### src/rtl/rc4_pkg.sv
// Shared constants and codes for the RC4 keystream engine.
// No dependencies; compiled first.
`timescale 1ns / 1ps
`default_nettype none

package rc4_pkg;

	localparam int PERM_DEPTH = 256;
	localparam int KEY_DEPTH  = 256;
	localparam int KEY_IDX_W  = (KEY_DEPTH > 1) ? $clog2(KEY_DEPTH) : 1;
	localparam int KEY_CNT_W  = $clog2(KEY_DEPTH + 1);

	typedef enum logic [1:0] {
		OP_LOAD     = 2'd0,
		OP_SCHEDULE = 2'd1,
		OP_CRYPT    = 2'd2
	} op_t;

	typedef enum logic [1:0] {
		ST_OK        = 2'd0,
		ST_FULL      = 2'd1,
		ST_EMPTY_KEY = 2'd2
	} status_t;

endpackage

`default_nettype wire

### src/rtl/rc4_if.sv
// Valid/ready channel interfaces for request and response items.
// No dependencies beyond the language; compiled after rc4_pkg.
`timescale 1ns / 1ps
`default_nettype none

interface rc4_req_if;
	logic       valid;
	logic       ready;
	logic [1:0] operation;
	logic [7:0] data_byte;
	logic       last_of_message;

	modport source (output valid, output operation, output data_byte,
		output last_of_message, input ready);
	modport sink (input valid, input operation, input data_byte,
		input last_of_message, output ready);
endinterface

interface rc4_rsp_if;
	logic       valid;
	logic       ready;
	logic [7:0] out_byte;
	logic [1:0] status;

	modport source (output valid, output out_byte, output status, input ready);
	modport sink (input valid, input out_byte, input status, output ready);
endinterface

`default_nettype wire

### src/rtl/rc4_keystream_cipher.sv
// RC4 engine top level: permutation memory, key store and sequencer.
// Depends on rc4_pkg and the channel interfaces in rc4_if.sv.
`timescale 1ns / 1ps
`default_nettype none

// Channel | Dir | Payload                                  | Handshake
// req     | in  | operation, data_byte, last_of_message    | valid/ready
// rsp     | out | out_byte, status                         | valid/ready
//
// Crypt and key schedule steps go through the one permutation memory
// (one read and one write per cycle, registered read); key load and the
// unused code do not use it.
// Reset needs no clearing pass: one valid bit per permutation entry makes an
// unwritten entry read as its own index; a schedule clears all bits at once.
// A finished result waits in the output register; the next item is taken
// while it waits and only its own completion stalls on a full output.

module rc4_keystream_cipher (
	input  wire logic  clk,
	input  wire logic  arst_n,
	rc4_req_if.sink    req,
	rc4_rsp_if.source  rsp
);

	typedef enum logic [3:0] {
		S_IDLE,
		S_CR_J,     // a = S[i], issue read of S[j]
		S_CR_SWAP,  // b = S[j], write S[i]=b, issue read of S[a+b]
		S_CR_OUT,   // write S[j]=a, form keystream byte
		S_KS_RD,    // issue read of S[n] and key byte
		S_KS_MIX,   // j += S[n] + key, issue read of S[j]
		S_KS_WRN,   // write S[n] = S[j]
		S_KS_WRJ,   // write S[j] = old S[n], advance n
		S_PUSH      // move result into output register
	} state_t;

	state_t state_q;

	// permutation memory with per-entry valid bits (invalid reads as index)
	logic [7:0]                      perm_mem [rc4_pkg::PERM_DEPTH];
	logic [rc4_pkg::PERM_DEPTH-1:0]  perm_vld_q;
	logic [7:0]                      rd_addr, wr_addr, wr_data;
	logic                            wr_en;
	logic [7:0]                      mem_rd_q, rd_addr_q, rd_data;
	logic                            rd_hit_q;

	// key store, undefined until written
	logic [7:0]                      key_mem [rc4_pkg::KEY_DEPTH];
	logic [7:0]                      key_rd_q;
	logic                            key_wr_en;
	logic [rc4_pkg::KEY_CNT_W-1:0]   key_count_q, sched_len_q;
	logic [rc4_pkg::KEY_IDX_W-1:0]   kp_q;

	// stream indices and working registers
	logic [7:0]  i_q, j_q, n_q, a_q, b_q, t_q, data_q;
	logic        last_q;
	logic [7:0]  j_mix, ks;
	logic        accept;
	logic        key_room;

	logic [7:0]       res_byte_q, out_byte_q;
	rc4_pkg::status_t res_status_q, out_status_q;
	logic             out_valid_q;

	assign accept     = req.valid && req.ready;
	assign req.ready  = (state_q == S_IDLE);
	assign rsp.valid  = out_valid_q;
	assign rsp.out_byte = out_byte_q;
	assign rsp.status = out_status_q;

	assign rd_data  = rd_hit_q ? mem_rd_q : rd_addr_q;
	assign j_mix    = j_q + rd_data + key_rd_q;
	assign key_room = (key_count_q < rc4_pkg::KEY_CNT_W'(rc4_pkg::KEY_DEPTH));
	assign key_wr_en = accept && (req.operation == rc4_pkg::OP_LOAD) && key_room;

	// keystream byte: S[a+b] after the swap; j slot wins over i slot
	assign ks = (t_q == j_q) ? a_q : ((t_q == i_q) ? b_q : rd_data);

	always_comb begin
		rd_addr = n_q;
		wr_en   = 1'b0;
		wr_addr = n_q;
		wr_data = rd_data;
		unique case (state_q)
			S_IDLE: begin
				rd_addr = i_q + 8'd1;
			end
			S_CR_J: begin
				rd_addr = j_q + rd_data;
			end
			S_CR_SWAP: begin
				rd_addr = a_q + rd_data;
				wr_en   = 1'b1;
				wr_addr = i_q;
				wr_data = rd_data;
			end
			S_CR_OUT: begin
				wr_en   = 1'b1;
				wr_addr = j_q;
				wr_data = a_q;
			end
			S_KS_MIX: begin
				rd_addr = j_mix;
			end
			S_KS_WRN: begin
				wr_en   = 1'b1;
				wr_addr = n_q;
				wr_data = rd_data;
			end
			S_KS_WRJ: begin
				wr_en   = 1'b1;
				wr_addr = j_q;
				wr_data = a_q;
			end
			default: begin
				rd_addr = n_q;
			end
		endcase
	end

	// memories: read-old on a same-cycle write to the same entry
	always_ff @(posedge clk) begin
		if (wr_en) begin
			perm_mem[wr_addr] <= wr_data;
		end
		mem_rd_q  <= perm_mem[rd_addr];
		rd_hit_q  <= perm_vld_q[rd_addr];
		rd_addr_q <= rd_addr;
	end

	always_ff @(posedge clk) begin
		if (key_wr_en) begin
			key_mem[key_count_q[rc4_pkg::KEY_IDX_W-1:0]] <= req.data_byte;
		end
		key_rd_q <= key_mem[kp_q];
	end

	always_ff @(posedge clk or negedge arst_n) begin
		if (!arst_n) begin
			state_q      <= S_IDLE;
			out_valid_q  <= 1'b0;
			out_byte_q   <= '0;
			out_status_q <= rc4_pkg::ST_OK;
			res_byte_q   <= '0;
			res_status_q <= rc4_pkg::ST_OK;
			perm_vld_q   <= '0;
			key_count_q  <= '0;
			sched_len_q  <= '0;
			kp_q         <= '0;
			i_q          <= '0;
			j_q          <= '0;
			n_q          <= '0;
			a_q          <= '0;
			b_q          <= '0;
			t_q          <= '0;
			data_q       <= '0;
			last_q       <= 1'b0;
		end else begin
			// a taken result frees the output; in S_PUSH the new one replaces it
			if (rsp.valid && rsp.ready && (state_q != S_PUSH)) begin
				out_valid_q <= 1'b0;
			end
			if (wr_en) begin
				perm_vld_q[wr_addr] <= 1'b1;
			end
			unique case (state_q)
				S_IDLE: begin
					if (accept) begin
						data_q     <= req.data_byte;
						last_q     <= req.last_of_message;
						res_byte_q <= '0;
						unique case (req.operation)
							rc4_pkg::OP_LOAD: begin
								if (key_room) begin
									key_count_q  <= key_count_q + 1'b1;
									res_status_q <= rc4_pkg::ST_OK;
								end else begin
									res_status_q <= rc4_pkg::ST_FULL;
								end
								state_q <= S_PUSH;
							end
							rc4_pkg::OP_SCHEDULE: begin
								// back to identity, then the mixing pass
								perm_vld_q <= '0;
								j_q        <= '0;
								n_q        <= '0;
								kp_q       <= '0;
								if (key_count_q == '0) begin
									sched_len_q  <= rc4_pkg::KEY_CNT_W'(1);
									res_status_q <= rc4_pkg::ST_EMPTY_KEY;
								end else begin
									sched_len_q  <= key_count_q;
									res_status_q <= rc4_pkg::ST_OK;
								end
								state_q <= S_KS_RD;
							end
							rc4_pkg::OP_CRYPT: begin
								res_status_q <= rc4_pkg::ST_OK;
								i_q          <= i_q + 8'd1;
								state_q      <= S_CR_J;
							end
							default: begin
								res_status_q <= rc4_pkg::ST_OK;
								state_q      <= S_PUSH;
							end
						endcase
					end
				end
				S_CR_J: begin
					a_q     <= rd_data;
					j_q     <= j_q + rd_data;
					state_q <= S_CR_SWAP;
				end
				S_CR_SWAP: begin
					b_q     <= rd_data;
					t_q     <= a_q + rd_data;
					state_q <= S_CR_OUT;
				end
				S_CR_OUT: begin
					res_byte_q <= data_q ^ ks;
					if (last_q) begin
						i_q <= '0;
						j_q <= '0;
					end
					state_q <= S_PUSH;
				end
				S_KS_RD: begin
					state_q <= S_KS_MIX;
				end
				S_KS_MIX: begin
					a_q     <= rd_data;
					j_q     <= j_mix;
					state_q <= S_KS_WRN;
				end
				S_KS_WRN: begin
					state_q <= S_KS_WRJ;
				end
				S_KS_WRJ: begin
					n_q <= n_q + 8'd1;
					// key index runs n mod key length
					if (rc4_pkg::KEY_CNT_W'(kp_q) + rc4_pkg::KEY_CNT_W'(1) == sched_len_q)
					begin
						kp_q <= '0;
					end else begin
						kp_q <= kp_q + rc4_pkg::KEY_IDX_W'(1);
					end
					if (n_q == 8'hFF) begin
						key_count_q <= '0;
						i_q         <= '0;
						j_q         <= '0;
						state_q     <= S_PUSH;
					end else begin
						state_q <= S_KS_RD;
					end
				end
				S_PUSH: begin
					if (!out_valid_q || rsp.ready) begin
						out_valid_q  <= 1'b1;
						out_byte_q   <= res_byte_q;
						out_status_q <= res_status_q;
						state_q      <= S_IDLE;
					end
				end
				default: begin
					state_q <= S_IDLE;
				end
			endcase
		end
	end

endmodule

`default_nettype wire

### src/flat_wrapper.sv
// flat-port wrapper written by rule: the top's interface ports become plain ports
module rc4_keystream_cipher_flat 
  (clk, arst_n, req_valid, req_operation, req_data_byte, req_last_of_message, req_ready, rsp_valid, rsp_out_byte, rsp_status, rsp_ready);
  rc4_req_if req_i ();
  rc4_rsp_if rsp_i ();
  input  wire logic clk;
  input  wire logic arst_n;
  input wire logic [$bits(req_i.valid)-1:0] req_valid;
  input wire logic [$bits(req_i.operation)-1:0] req_operation;
  input wire logic [$bits(req_i.data_byte)-1:0] req_data_byte;
  input wire logic [$bits(req_i.last_of_message)-1:0] req_last_of_message;
  output wire logic [$bits(req_i.ready)-1:0] req_ready;
  output wire logic [$bits(rsp_i.valid)-1:0] rsp_valid;
  output wire logic [$bits(rsp_i.out_byte)-1:0] rsp_out_byte;
  output wire logic [$bits(rsp_i.status)-1:0] rsp_status;
  input wire logic [$bits(rsp_i.ready)-1:0] rsp_ready;
  assign req_i.valid = req_valid;
  assign req_i.operation = req_operation;
  assign req_i.data_byte = req_data_byte;
  assign req_i.last_of_message = req_last_of_message;
  assign req_ready = req_i.ready;
  assign rsp_valid = rsp_i.valid;
  assign rsp_out_byte = rsp_i.out_byte;
  assign rsp_status = rsp_i.status;
  assign rsp_i.ready = rsp_ready;
  rc4_keystream_cipher u_core (.clk(clk), .arst_n(arst_n), .req(req_i), .rsp(rsp_i));
endmodule
### config.mk
export PLATFORM = sky130hd
export DESIGN_NAME = rc4_keystream_cipher_flat
export DESIGN_NICKNAME = d
export VERILOG_FILES = /design/src/rtl/rc4_pkg.sv /design/src/rtl/rc4_if.sv /design/src/rtl/rc4_keystream_cipher.sv /design/src/flat_wrapper.sv
export SDC_FILE = /design/constraint.sdc
export NUM_CORES = 2
export LEC_CHECK = 0
export BUFFER_PORTS_ARGS = -buffer_cell sky130_fd_sc_hd__buf_2
export CORE_ASPECT_RATIO = 0.9
export CORE_UTILIZATION = 40
export CTS_BUF_LIST = sky130_fd_sc_hd__clkbuf_8
export CTS_CLUSTER_SIZE = 25
export DETAILED_ROUTE_END_ITERATION = 8
export SYNTH_ARGS = -nofsm -noshare
export SYNTH_HDL_FRONTEND = slang
export SYNTH_SLANG_ARGS = --single-unit
### constraint.sdc
create_clock -name clk -period 31.4 [get_ports clk]
set_input_delay 6.28 -clock clk [delete_from_list [all_inputs] [get_ports clk]]
set_output_delay 6.28 -clock clk [all_outputs]
set_load 0.02 [all_outputs]
==> summary.md <==
| Metric | Value |
|---|---|
| Area growth, synth to finish | `10.75%` |
| FF+latch area | `132600 um^2` |
| Die Area | `453500 um^2` |
| R2R Path End | `u_core.rd_hit_q` |
| Failing checks | `max-slew violations` |
| DRT Pass-1 Iters | `7` |
| CP Capture Type | `flop` |
| Async SR Flop Fraction | `8.116%` |
| Die height | `639.0 um` |
| Worst-path clk slew | `0.06 ns` |
| Multi-input gate area | `44140 um^2` |
| Clk sinks | `4485` |
| Total CTS buffers | `684` |
| FF-to-FF Start | `u_core.rd_hit_q` |
| Post-synth EDFFs | `4096` |
| Port bufs | `26` |
| Final hold slack | `0.4905 ns` |
| Final WS setup | `21.90 ns` |
| Grt met3 use | `4.702%` |
| CP Data Arrival Time | `10.38 ns` |
| Hold depth | `1` |
| Reg2reg path depth | `21` |
| Ys Warns | `0` |
| Clock Tree Root | `clkbuf_8` |
| Hpwl dp | `307100 um` |
| Effective utilization at floorplan | `40.24%` |
| Total grt overflow | `0` |
| Skew-Pair Late Insertion Delay | `1.28 ns` |
| Avg WL per Cell | `29.58 um` |
| Initial antenna violation count | `25` |
| Synth area leaders | `edfxtp_1, mux4_2, dfrtp_1` |
| Gpl congestion | `0.8850` |
| Worst-Margin Slew | `1.538 ns` |
| Critical path fanouts, max | `15` |
| Fin crit share | `30.24%` |
| # H-tree levels | `6` |
| Final-layout fill cell count | `38607` |
| Met2 Use GR | `35.23%` |
| Die Wd | `709.7 um` |
| Met1 Track Usage GR | `32.33%` |
| RSZ-0062 raised after global routing | `false` |
| Initial DRC Count | `14185` |
| Io pins | `27` |
| Hold Crit Class | `reg -> reg` |
| All-Layer GR Usage | `22.93%` |
| Longest Clk Path Bufs | `4` |
| Synth Instances | `11388` |
| Pre-CTS setup slack | `20.77 ns` |
| Setup Fix Bufs, Post-CTS | `0` |
| Vias per std cell | `5.951` |
| Vias | `107683` |
| Gr busiest metal | `met2` |
| CP Class | `in -> reg` |
| Core ar. | `448100 um^2` |
| Vias in the first global route | `104532` |
| Mapped Area | `180300 um^2` |
| First-pass GRT wire length | `761200 um` |
| Worst hold endpoint | `u_core.perm_vld_q[81]` |
| Cts repair resizes | `0` |
| Largest net degree at the start of global routing | `226` |
| Top cell type's share of synthesized area | `68.21%` |
| Slew margin rel. | `-2.561%` |
| Cell Rows | `233` |
| Setup violators final | `0` |
| Mapped Nets | `11439` |
| Cell total after placement | `16837` |
| DRC viols | `0` |
| Layout Nets | `11582` |
| Synth area leader | `edfxtp_1` |
| Skew final | `0.1409 ns` |
| Avg Inst Size Synth | `15.83 um^2` |
| Drt total wl | `535300 um` |
| Synthesized flop and latch total | `4485` |
| Max Cap Violations | `0` |
| Max Slew Vio Count | `45` |
| Final Instance Count excl. Fillers | `18095` |
| Ys flop type | `edfxtp_1` |
| Req. time, crit path | `32.28 ns` |
| Worst setup SP type | `input pin` |
| Achievable Freq | `105.3 MHz` |
| Share of cells above drive strength 1 | `14.83%` |
| CTS tree | `yes` |
| Hold Buf Count CTS | `0` |
| Hold Startpoint | `u_core.perm_vld_q[81]` |
| Status | `complete, but fails checks` |
| ANT nets after route | `0` |
| Synth cell types | `91` |
| Register-to-register setup slack | `22.12 ns` |
| TNS Setup | `0 ns` |
| Final hold violations | `0` |
| Seq/Total Area, Yosys | `73.54%` |
| Min Clock Period, post-route | `9.496 ns` |
## worst max path at each step
stage	startpoint	endpoint	slack, ns
5_1_grt	req_valid	u_core.key_mem[239][2]	21.77
6_report	req_valid	u_core.key_mem[198][0]	21.90
4_1_cts	u_core.state_q[0]	req_ready	21.87
3_5_place_dp	req_valid	u_core.key_mem[239][2]	20.77
3_3_place_gp	req_valid	u_core.key_mem[238][2]	20.78
2_1_floorplan	u_core.state_q[0]	u_core.perm_mem[0][5]	21.51
## Yosys cell counts, drive strengths merged (158+ instances only)
library cell / count
dfrtp: 364
edfxtp: 4096
nand3: 540
mux4: 522
mux2i: 470
nand2: 1664
o21ai: 158
buf: 423
nor2: 792
clkbuf: 368
o21a: 196
a21oi: 390
## placed cells by master, fill, tap and decap left out, types with 23 or more instances in the layout
cell type / instances
dfrtp_1: 358
nand3_1: 535
o21ai_0: 158
a21oi_1: 381
clkbuf_8: 738
nand4_1: 29
o311a_1: 72
clkinvlp_4: 23
edfxtp_1: 4096
a2111oi_0: 36
nand2_1: 1662
xor2_1: 41
bufinv_16: 24
clkinv_2: 72
ha_1: 33
nor3_1: 34
a211oi_1: 86
o221ai_1: 64
a31oi_1: 105
and3_1: 48
dfxtp_1: 25
o21a_1: 196
mux4_2: 522
mux2i_1: 469
a311oi_1: 126
nor2_1: 782
mux2_2: 74
clkinv_1: 116
a221oi_1: 129
a22oi_1: 41
o22ai_1: 64
a32oi_1: 111
inv_1: 273
and2_1: 30
buf_4: 202
## routing by layer
layer  routed length [um]  share of wire, %
met2               243500                45
met5                  110             0.021
met3                54290                10
met4                21230               4.0
met1               216200                40
## sequential cells by signal (all words and copies together) (netlist names), 9 cells and up
register	flops
u_core.key_mem	2048
u_core.perm_mem	2048
u_core.perm_vld_q	256
u_core.key_count_q	9
u_core.sched_len_q	9
## stage by stage
step / util (%) / instance area, um^2
after detailed placement: 41.63 / 186600
after global placement: 41.63 / 186600
after CTS: 44.56 / 199700
after global routing: 44.56 / 199700
final: 44.57 / 199700
after floorplan: - / 180300
## worst max-delay path, cell delays in order
cell and delay (ns):
buf_2 0.14, and2_1 0.51, nand3b_1 0.52, nor3_1 1.14, nand3_1 0.94, nor2_1 0.83
## cell families after synthesis
group                    Yosys count  share of synthesized area (%)
adder cells (fa/ha/maj)           36                         0.2623
XOR/XNOR                          56                         0.2720
multiplexers                    1066                          9.591
AO/OA/AOI/OAI                   1701                          6.753
buffers and inverters            822                          2.155
AND/OR/NAND/NOR                 3222                          7.424
flip-flops                      4485                          73.54
## final cells by class
cell class | instances | share of cell area (%)
Clock buffer | 730 | 5.031
Antenna cell | 6 | 0.007519
Timing Repair Buffer | 248 | 1.065
Inverter | 31 | 0.08020
Multi-Input combinational cell | 6081 | 22.11
Clock inverter | 522 | 1.541
Tap cell | 5992 | 3.754
Sequential cell | 4485 | 66.41
Power is left out: the tool's default activity adds up to more than one toggle a clock period on the data nets, which glitch-free logic cannot reach.
